## config.mk

```make
export PLATFORM = sky130hd
export DESIGN_NAME = cubic_bezier_arc_length_unit
export DESIGN_NICKNAME = d
export VERILOG_FILES = /design/src/hdl/cbal_pkg.sv /design/src/hdl/cubic_bezier_arc_length_unit.sv
export SDC_FILE = /design/constraint.sdc
export NUM_CORES = 2
export LEC_CHECK = 0
export ABC_AREA = 1
export BUFFER_PORTS_ARGS = -buffer_cell sky130_fd_sc_hd__buf_2
export CAP_MARGIN = 20
export CORE_MARGIN = 1
export CORE_UTILIZATION = 70
export CTS_BUF_LIST = sky130_fd_sc_hd__clkbuf_2
export DETAILED_ROUTE_END_ITERATION = 10
export PLACE_DENSITY = 0.87
export RECOVER_POWER = 25
export SYNTH_ARGS = -nofsm -noshare
export SYNTH_HDL_FRONTEND = slang
export SYNTH_SLANG_ARGS = --single-unit
```

## constraint.sdc

```tcl
create_clock -name clk_i -period 14.98 [get_ports clk_i]
set_input_delay 1.498 -clock clk_i [delete_from_list [all_inputs] [get_ports clk_i]]
set_output_delay 1.498 -clock clk_i [all_outputs]
set_load 0.02 [all_outputs]
```

## src/hdl/cbal_pkg.sv

```systemverilog
// Package for the cubic Bezier arc length unit: payload types, widths,
// register indexes and limits. No dependencies.
package cbal_pkg;

  // Samples per segment. Must be a power of two so that the division of each
  // Bernstein sum by STEPS cubed reduces to a shift.
  localparam int unsigned CBAL_STEPS = 64;

  localparam int unsigned COORD_W   = 16;
  localparam int unsigned SMP_W     = 20;
  localparam int unsigned SEG_W     = 20;
  localparam int unsigned TOTAL_W   = 28;
  localparam int unsigned ROOT_W    = 21;
  localparam int unsigned RAD_W     = 2 * ROOT_W;
  localparam int unsigned REM_W     = ROOT_W + 2;
  localparam int unsigned DIST_W    = 22;
  localparam int unsigned CNT_W     = 5;
  localparam int unsigned CFG_IDX_W = 1;

  localparam logic [SEG_W-1:0]   SEG_MAX   = 20'hFFFFF;
  localparam logic [TOTAL_W-1:0] TOTAL_MAX = 28'hFFFFFFF;

  localparam logic [CFG_IDX_W-1:0] REG_START_X = 1'b0;
  localparam logic [CFG_IDX_W-1:0] REG_START_Y = 1'b1;

  typedef struct packed {
    logic signed [COORD_W-1:0] ctrl1_x;
    logic signed [COORD_W-1:0] ctrl1_y;
    logic signed [COORD_W-1:0] ctrl2_x;
    logic signed [COORD_W-1:0] ctrl2_y;
    logic signed [COORD_W-1:0] end_x;
    logic signed [COORD_W-1:0] end_y;
    logic                      last_segment;
  } in_item_t;

  typedef struct packed {
    logic [SEG_W-1:0]   segment_length;
    logic [TOTAL_W-1:0] path_total;
    logic               path_done;
  } out_item_t;

  // Offset-binary view of a signed coordinate.
  function automatic logic [COORD_W-1:0] to_offset(input logic [COORD_W-1:0] v);
    return v ^ {1'b1, {(COORD_W-1){1'b0}}};
  endfunction

endpackage

```

## src/hdl/cubic_bezier_arc_length_unit.sv

```systemverilog
// Top level of the cubic Bezier arc length unit: sequencer and shared datapath.
// Depends on cbal_pkg.
//
// Usage: the path start point is written through the cfg port (index 0 is
// start_x, index 1 is start_y) while the unit is idle. Each input
// transaction on the in channel carries one cubic segment; the segment start
// is the current point. The unit samples the curve at STEPS points, sums the
// chord lengths and returns one out transaction with the segment length, the
// running path total (saturating) and path_done, a copy of last_segment.
// A last segment resets the total to zero and the current point to the
// configured start.
// Structure: one multiplier and one square root step are reused under a small
// sequencer. STEPS is a power of two, so the division by STEPS cubed is a
// shift. Each sample computes the Bernstein weights, then the x and y sums
// and their rounding shifts, the squares, the square root and the chord
// accumulation. The unit takes one segment at a time: in_stall_o is high
// after a segment is taken until the unit returns to idle with its result
// handed to the output register. The result sits in an output
// register; if the receiver stalls, a finished next item waits in its
// final state until the register frees. Reset clears the start point, the
// current point and the total to zero and empties the output register.
module cubic_bezier_arc_length_unit #(
  parameter int unsigned STEPS = cbal_pkg::CBAL_STEPS
) (
  input  logic                                clk_i,
  input  logic                                rst_ni,
  input  logic                                cfg_we_i,
  input  logic [cbal_pkg::CFG_IDX_W-1:0]      cfg_idx_i,
  input  logic [cbal_pkg::COORD_W-1:0]        cfg_data_i,
  input  logic                                in_valid_i,
  output logic                                in_stall_o,
  input  cbal_pkg::in_item_t                  in_data_i,
  output logic                                out_valid_o,
  input  logic                                out_stall_i,
  output cbal_pkg::out_item_t                 out_data_o
);
  import cbal_pkg::*;

  localparam int unsigned N3     = STEPS * STEPS * STEPS;
  localparam int unsigned N3_W   = $clog2(N3 + 1);
  localparam int unsigned LOG_N3 = 3 * $clog2(STEPS);
  localparam int unsigned IDX_W  = $clog2(STEPS + 1);
  localparam int unsigned SQI_W  = 2 * IDX_W;
  localparam int unsigned MA_W   = (N3_W > SMP_W) ? N3_W : SMP_W;
  localparam int unsigned PR_W   = MA_W + SMP_W;
  localparam int unsigned ACC_W  = N3_W + COORD_W;
  localparam int unsigned DIV_W  = N3_W + SMP_W;
  localparam int unsigned SUM_W  = DIST_W + IDX_W;
  localparam int unsigned SEGX_W = SUM_W + 1 - 4;

  localparam logic [2:0] S_IDLE = 3'd0;
  localparam logic [2:0] S_WGT  = 3'd1;
  localparam logic [2:0] S_MAC  = 3'd2;
  localparam logic [2:0] S_SQR  = 3'd4;
  localparam logic [2:0] S_ROOT = 3'd5;
  localparam logic [2:0] S_ACC  = 3'd6;
  localparam logic [2:0] S_FIN  = 3'd7;

  // Control and path state.
  logic [2:0]         state_q;
  logic [CNT_W-1:0]   cnt_q;
  logic               coord_q;
  logic [IDX_W-1:0]   idx_q;
  logic               mid_q;
  logic               out_valid_q;
  logic [COORD_W-1:0] start_x_q, start_y_q, cur_x_q, cur_y_q;
  logic [TOTAL_W-1:0] total_q;

  // Datapath registers.
  in_item_t           item_q;
  logic [SQI_W-1:0]   uu_q, ii_q;
  logic [N3_W-1:0]    w_q [4];
  logic [ACC_W-1:0]   acc_q;
  logic [SMP_W-1:0]   sx_q, sy_q, px_q, py_q;
  logic [RAD_W-1:0]   rad_q;
  logic [REM_W-1:0]   rrem_q;
  logic [ROOT_W-1:0]  root_q;
  logic [SUM_W-1:0]   sum_q;
  out_item_t          out_q;

  // Combinational signals.
  logic [IDX_W-1:0]   u_w;
  logic [MA_W-1:0]    mul_a;
  logic [SMP_W-1:0]   mul_b;
  logic [PR_W-1:0]    prod;
  logic [N3_W-1:0]    prod_lo, prod_x3;
  logic [COORD_W-1:0] pt;
  logic [SMP_W-1:0]   dx, dy;
  logic [ACC_W-1:0]   acc_nxt;
  logic [DIV_W-1:0]   dval;
  logic [SMP_W-1:0]   quo;
  logic [REM_W+1:0]   rtry, rtrial;
  logic               rbit;
  logic [DIST_W-1:0]  chord_len;
  logic [SUM_W:0]     sum8;
  logic [SEGX_W-1:0]  segx;
  logic [SEG_W-1:0]   seg;
  logic [TOTAL_W:0]   tsum;
  logic [TOTAL_W-1:0] tot;
  logic               in_acc, out_free;

  assign in_stall_o  = (state_q != S_IDLE);
  assign in_acc      = in_valid_i && !in_stall_o;
  assign out_free    = !out_valid_q || !out_stall_i;
  assign out_valid_o = out_valid_q;
  assign out_data_o  = out_q;

  assign u_w = IDX_W'(STEPS) - idx_q;
  assign dx  = (sx_q >= px_q) ? (sx_q - px_q) : (px_q - sx_q);
  assign dy  = (sy_q >= py_q) ? (sy_q - py_q) : (py_q - sy_q);

  // Control point for the current Bernstein term and coordinate.
  always_comb begin
    case (cnt_q[1:0])
      2'd0:    pt = coord_q ? to_offset(cur_y_q) : to_offset(cur_x_q);
      2'd1:    pt = coord_q ? to_offset(item_q.ctrl1_y) : to_offset(item_q.ctrl1_x);
      2'd2:    pt = coord_q ? to_offset(item_q.ctrl2_y) : to_offset(item_q.ctrl2_x);
      default: pt = coord_q ? to_offset(item_q.end_y) : to_offset(item_q.end_x);
    endcase
  end

  // The one shared multiplier.
  always_comb begin
    mul_a = '0;
    mul_b = '0;
    case (state_q)
      S_WGT: begin
        case (cnt_q)
          5'd0: begin mul_a = MA_W'(u_w);  mul_b = SMP_W'(u_w);  end
          5'd1: begin mul_a = MA_W'(uu_q); mul_b = SMP_W'(u_w);  end
          5'd2: begin mul_a = MA_W'(uu_q); mul_b = SMP_W'(idx_q); end
          5'd3: begin mul_a = MA_W'(idx_q); mul_b = SMP_W'(idx_q); end
          5'd4: begin mul_a = MA_W'(ii_q); mul_b = SMP_W'(u_w);  end
          5'd5: begin mul_a = MA_W'(ii_q); mul_b = SMP_W'(idx_q); end
          default: ;
        endcase
      end
      S_MAC: begin
        mul_a = MA_W'(w_q[cnt_q[1:0]]);
        mul_b = SMP_W'(pt);
      end
      S_SQR: begin
        mul_a = cnt_q[0] ? MA_W'(dy) : MA_W'(dx);
        mul_b = cnt_q[0] ? dy : dx;
      end
      default: ;
    endcase
  end

  assign prod    = PR_W'(mul_a) * PR_W'(mul_b);
  assign prod_lo = prod[N3_W-1:0];
  assign prod_x3 = prod_lo + (prod_lo << 1);
  assign acc_nxt = ((cnt_q == '0) ? '0 : acc_q) + prod[ACC_W-1:0];
  assign dval    = {acc_q, 4'b0000} + DIV_W'(N3 / 2);

  // STEPS cubed is a power of two, so the rounded division is a shift.
  assign quo = SMP_W'(dval >> LOG_N3);

  // Square root step, two radicand bits at a time.
  assign rtry      = {rrem_q, rad_q[RAD_W-1 -: 2]};
  assign rtrial    = {2'b00, root_q, 2'b01};
  assign rbit      = (rtry >= rtrial);
  assign chord_len = DIST_W'(root_q) + DIST_W'(rrem_q > REM_W'(root_q));

  // Rounding from Q.4 to whole units and saturation.
  assign sum8 = {1'b0, sum_q} + (SUM_W + 1)'(8);
  assign segx = sum8[SUM_W:4];
  assign seg  = (segx > SEGX_W'(SEG_MAX)) ? SEG_MAX : segx[SEG_W-1:0];
  assign tsum = {1'b0, total_q} + (TOTAL_W + 1)'(seg);
  assign tot  = tsum[TOTAL_W] ? TOTAL_MAX : tsum[TOTAL_W-1:0];

  // Sequencer and path state.
  always_ff @(posedge clk_i or negedge rst_ni) begin
    if (!rst_ni) begin
      state_q     <= S_IDLE;
      cnt_q       <= '0;
      coord_q     <= 1'b0;
      idx_q       <= '0;
      mid_q       <= 1'b0;
      out_valid_q <= 1'b0;
      start_x_q   <= '0;
      start_y_q   <= '0;
      cur_x_q     <= '0;
      cur_y_q     <= '0;
      total_q     <= '0;
    end else begin
      if (state_q == S_FIN && out_free) begin
        out_valid_q <= 1'b1;
      end else if (out_valid_q && !out_stall_i) begin
        out_valid_q <= 1'b0;
      end
      if (cfg_we_i) begin
        case (cfg_idx_i)
          REG_START_X: begin
            start_x_q <= cfg_data_i;
            if (!mid_q) cur_x_q <= cfg_data_i;
          end
          REG_START_Y: begin
            start_y_q <= cfg_data_i;
            if (!mid_q) cur_y_q <= cfg_data_i;
          end
          default: ;
        endcase
      end
      case (state_q)
        S_IDLE: begin
          if (in_acc) begin
            state_q <= S_WGT;
            cnt_q   <= '0;
            coord_q <= 1'b0;
            idx_q   <= IDX_W'(1);
          end
        end
        S_WGT: begin
          if (cnt_q == CNT_W'(5)) begin
            state_q <= S_MAC;
            cnt_q   <= '0;
          end else begin
            cnt_q <= cnt_q + 1'b1;
          end
        end
        S_MAC: begin
          if (cnt_q == CNT_W'(4)) begin
            cnt_q   <= '0;
            coord_q <= !coord_q;
            state_q <= coord_q ? S_SQR : S_MAC;
          end else begin
            cnt_q <= cnt_q + 1'b1;
          end
        end
        S_SQR: begin
          if (cnt_q[0]) begin
            state_q <= S_ROOT;
            cnt_q   <= '0;
          end else begin
            cnt_q <= cnt_q + 1'b1;
          end
        end
        S_ROOT: begin
          if (cnt_q == CNT_W'(ROOT_W - 1)) begin
            state_q <= S_ACC;
            cnt_q   <= '0;
          end else begin
            cnt_q <= cnt_q + 1'b1;
          end
        end
        S_ACC: begin
          if (idx_q == IDX_W'(STEPS)) begin
            state_q <= S_FIN;
          end else begin
            idx_q   <= idx_q + 1'b1;
            state_q <= S_WGT;
          end
        end
        S_FIN: begin
          if (out_free) begin
            state_q <= S_IDLE;
            if (item_q.last_segment) begin
              total_q <= '0;
              cur_x_q <= start_x_q;
              cur_y_q <= start_y_q;
              mid_q   <= 1'b0;
            end else begin
              total_q <= tot;
              cur_x_q <= item_q.end_x;
              cur_y_q <= item_q.end_y;
              mid_q   <= 1'b1;
            end
          end
        end
        default: state_q <= S_IDLE;
      endcase
    end
  end

  // Datapath registers, no reset needed.
  always_ff @(posedge clk_i) begin
    case (state_q)
      S_IDLE: begin
        if (in_acc) begin
          item_q <= in_data_i;
          sum_q  <= '0;
          px_q   <= {to_offset(cur_x_q), 4'b0000};
          py_q   <= {to_offset(cur_y_q), 4'b0000};
        end
      end
      S_WGT: begin
        case (cnt_q)
          5'd0:    uu_q   <= prod[SQI_W-1:0];
          5'd1:    w_q[0] <= prod_lo;
          5'd2:    w_q[1] <= prod_x3;
          5'd3:    ii_q   <= prod[SQI_W-1:0];
          5'd4:    w_q[2] <= prod_x3;
          5'd5:    w_q[3] <= prod_lo;
          default: ;
        endcase
      end
      S_MAC: begin
        if (cnt_q == CNT_W'(4)) begin
          if (coord_q) sy_q <= quo;
          else         sx_q <= quo;
        end else begin
          acc_q <= acc_nxt;
        end
      end
      S_SQR: begin
        if (cnt_q[0]) begin
          rad_q  <= RAD_W'(rad_q) + RAD_W'(prod[2*SMP_W-1:0]);
          rrem_q <= '0;
          root_q <= '0;
        end else begin
          rad_q <= RAD_W'(prod[2*SMP_W-1:0]);
        end
      end
      S_ROOT: begin
        rad_q  <= {rad_q[RAD_W-3:0], 2'b00};
        rrem_q <= rbit ? REM_W'(rtry - rtrial) : rtry[REM_W-1:0];
        root_q <= {root_q[ROOT_W-2:0], rbit};
      end
      S_ACC: begin
        sum_q <= sum_q + SUM_W'(chord_len);
        px_q  <= sx_q;
        py_q  <= sy_q;
      end
      S_FIN: begin
        if (out_free) begin
          out_q.segment_length <= seg;
          out_q.path_total     <= tot;
          out_q.path_done      <= item_q.last_segment;
        end
      end
      default: ;
    endcase
  end

endmodule

```

==> summary.txt <==
Status
  • Status: finished with violations
  • Violated checks: max-capacitance violations, max-slew violations

Clock network
  • CTS tree: yes
  • Worst-path clk slew: 120 ps
  • CTS sink count: 589
  • CTS Buffer Depth: 3
  • Worst-Skew Late Latency: 1480 ps
  • Cts bufs inserted: 154
  • H-tree depth: 4
  • CTS root buf: clkbuf_2

Placement
  • HPWL after DPL: 135800 um
  • Placer Congestion: 1.052
  • Cells after DPL: 7970
  • I/O Buffers: 169
  • Pre-CTS WS: 2814 ps

Critical path
  • R2r endpoint: rad_q[24]
  • Data required time of the worst path: 16170 ps
  • Kind of cell adding the most delay to the critical path: adder cells
  • Worst path slowest cell: nand3_1
  • Cell mode on critical path: fa_1
  • Crit path largest cell delay: 1140 ps
  • Reg2reg path depth: 35
  • CP arrival: 13820 ps
  • Crit path capture type: register
  • Crit Path Class: register to register
  • Crit-path max FO: 24
  • Critical R2R Launch: cnt_q[1]
  • Startpoint types: register
  • WP buf/inv: 5
  • R2R setup slack: 2350 ps

Routing
  • Drt total wl: 176900 um
  • Drt first pass iters: 10
  • DRC: 0
  • Drt via density: 6.123
  • Vias after detailed routing: 50790
  • Average routed wire per standard cell: 21.33 um
  • Post-route ant nets: 0
  • Iteration-0 DRC Markers: 6354

Timing
  • Number of setup violations in the final report: 0
  • Crit path time final: 12630 ps
  • Final Hold Fails: 0
  • Max_slew headroom: -117.0%
  • RSZ-0062 raised after global routing: false
  • Worst-Margin Slew: 3255 ps
  • Final Skew: 145.0 ps
  • Fin. max-slew vios: 287
  • Final WS setup: 2350 ps
  • Setup_tns: 0 ps
  • Hold Worst Slack: 179.5 ps
  • Max Fclk: 79.17 MHz
  • Final period util: 84.31%

Synth
  • Share of the synthesized area in the top cell type: 26.41%
  • Cell variety after synth: 62
  • Synthesized flop and latch total: 589
  • Average size of a mapped cell: 7.884 um2
  • Ys flop type: edfxtp_1
  • Post-Syn Instances: 6908
  • Seq/Total Area, Yosys: 31.46%
  • Post-Syn Area: 0.05446 mm2
  • EDFF count, synth: 479
  • Yosys Warn Count: 0
  • Ys async rst share: 18.68%
  • Largest area contributor in the netlist: edfxtp_1
  • Synth area leaders: edfxtp_1 26%, fa_1 12%, nand2_1 12%
  • Synthesized Nets: 7751

Global route
  • Vias in the first global route: 49240
  • GR Overflow Total: 0
  • Overall routing resource usage: 45.00%
  • Routing usage on met3: 11.67%
  • First-pass GRT wire length: 270500 um
  • Grt met2 use: 67.64%
  • Most crowded layer after global routing: met2
  • Largest net degree at the start of global routing: 88
  • Initial antenna violation count: 25
  • GR Util met1: 57.03%

Finish
  • Net count reported at finish: 7951
  • Share of cells above drive strength 1: 9.053%
  • Final Non-Filler Cells: 8295
  • P&R area growth vs syn: 6.039%
  • Fillers: 5741

Hold path
  • Hold wc startpoint: in_data_i[30]
  • Hold Path Cell Cnt: 1
  • Min-Delay Endpoint: item_q[30]
  • Tightest Hold Check Type: input port to register

Floorplanning
  • Io pins: 170
  • Row Count: 101
  • Initial Utilization: 71.24%
  • Die H: 280.9 um
  • Die Wd: 280.9 um
  • Die Area: 0.07893 mm2
  • Placeable Area: 0.07645 mm2

Run
  • Max Cap Viol: 6
[worst reg2reg max path: cells and delay by family (launching register included)]
kind | cells | cell delay [ps]
compound gates | 6 | 2060
xor+xnor | 1 | 590
fa+ha+maj | 10 | 4780
buf+inv | 5 | 1060
flops | 1 | 890
simple gates | 13 | 2960
[registers in the layout (all words and copies together) (netlist names), 16 cells and up]
register    cells
sum_q          29
px_q           20
rrem_q         23
sx_q           20
total_q        28
cur_x_q        16
w_q            76
rad_q          42
py_q           20
start_y_q      16
root_q         21
out_data_o     49
acc_q          34
cur_y_q        16
sy_q           20
item_q         97
start_x_q      16
[layout by cell type (no fill, tap or decap), types with 31 or more instances in the layout]
cell,netlist,final
nand2_1,1723,1722
inv_1,1143,1143
nor2_1,578,567
edfxtp_1,479,479
ha_1,394,394
a21oi_1,387,387
o21ai_0,380,380
nand3_1,370,370
fa_1,330,330
clkbuf_2,0,215
buf_2,48,155
xor2_1,123,122
dfrtp_1,110,109
nand4_1,78,78
nor3_1,73,72
nand2_2,57,57
o211ai_1,55,55
xnor2_1,55,54
clkinv_1,3,45
buf_4,21,45
inv_2,34,35
a21o_1,31,31
[layer usage]
layer,wire length [um],part of all wire [%],vias up
met5,209,0.12,-
met4,13500,7.6,8
met3,22990,13,832
met2,76180,43,3546
met1,64050,36,23560
li1,-,-,22840
[layout make-up]
class	instances	area (um2)	area share [%]
antenna	30	75.07	0.1300
clock buffer	214	1071	1.854
clock inverter	69	425.4	0.7366
inverter	1183	4446	7.697
multi-input combinational	4952	31980	55.38
sequential	589	17140	29.67
tap	1030	1289	2.231
timing repair buffer	228	1326	2.296
[cell usage after synthesis, types with 34 or more instances]
cell type  instances
nand2_1         1723
inv_1           1143
nor2_1           578
edfxtp_1         479
ha_1             394
a21oi_1          387
o21ai_0          380
nand3_1          370
fa_1             330
xor2_1           123
dfrtp_1          110
clkbuf_1          85
nand4_1           78
nor3_1            73
nand2_2           57
o211ai_1          55
xnor2_1           55
buf_2             48
inv_2             34
[timing repair]
action | in CTS | in global routing
setup buffers | 0 | 0
endpoints found under the hold margin | 20 | 0
hold buffers | 1 | 0
gates resized for setup | 0 | 0
[through the flow]
| stage | cell area (um2) | util (%) |
|---|---|---|
| finish | 57750 | 75.54 |
| floorplan | 54460 | - |
| detailed placement | 56070 | 73.33 |
| CTS | 57570 | 75.30 |
| global placement | 56050 | 73.31 |
| global route | 57730 | 75.51 |
[how the worst max path moves through the flow]
stage	start	endpoint	cells after the start
finish	cnt_q[1]	rad_q[24]	35
global route	cnt_q[1]	rad_q[24]	39
CTS	cnt_q[1]	rad_q[24]	39
detailed placement	cnt_q[1]	rad_q[24]	39
global placement	cnt_q[1]	rad_q[24]	39
floorplan	cnt_q[0]	rad_q[24]	44
[kinds of logic (layout without fill, tap and decap cells)]
group                      count (synthesis)  in the layout  synth area share (%)
AOI/OAI and AO/OA                        998            998                 10.27
other                                      0             30                     0
muxes                                     25             25                0.4595
and+or+nand+nor                         3027           3027                 23.80
buffers and inverters                   1367           1694                 9.968
adders and majority gates                724            724                 21.18
DFF                                      589            589                 31.46
xor gates and xnor gates                 178            178                 2.862
Power is left out: the tool's default activity adds up to more than one toggle a clock period on the data nets, which glitch-free logic cannot reach.
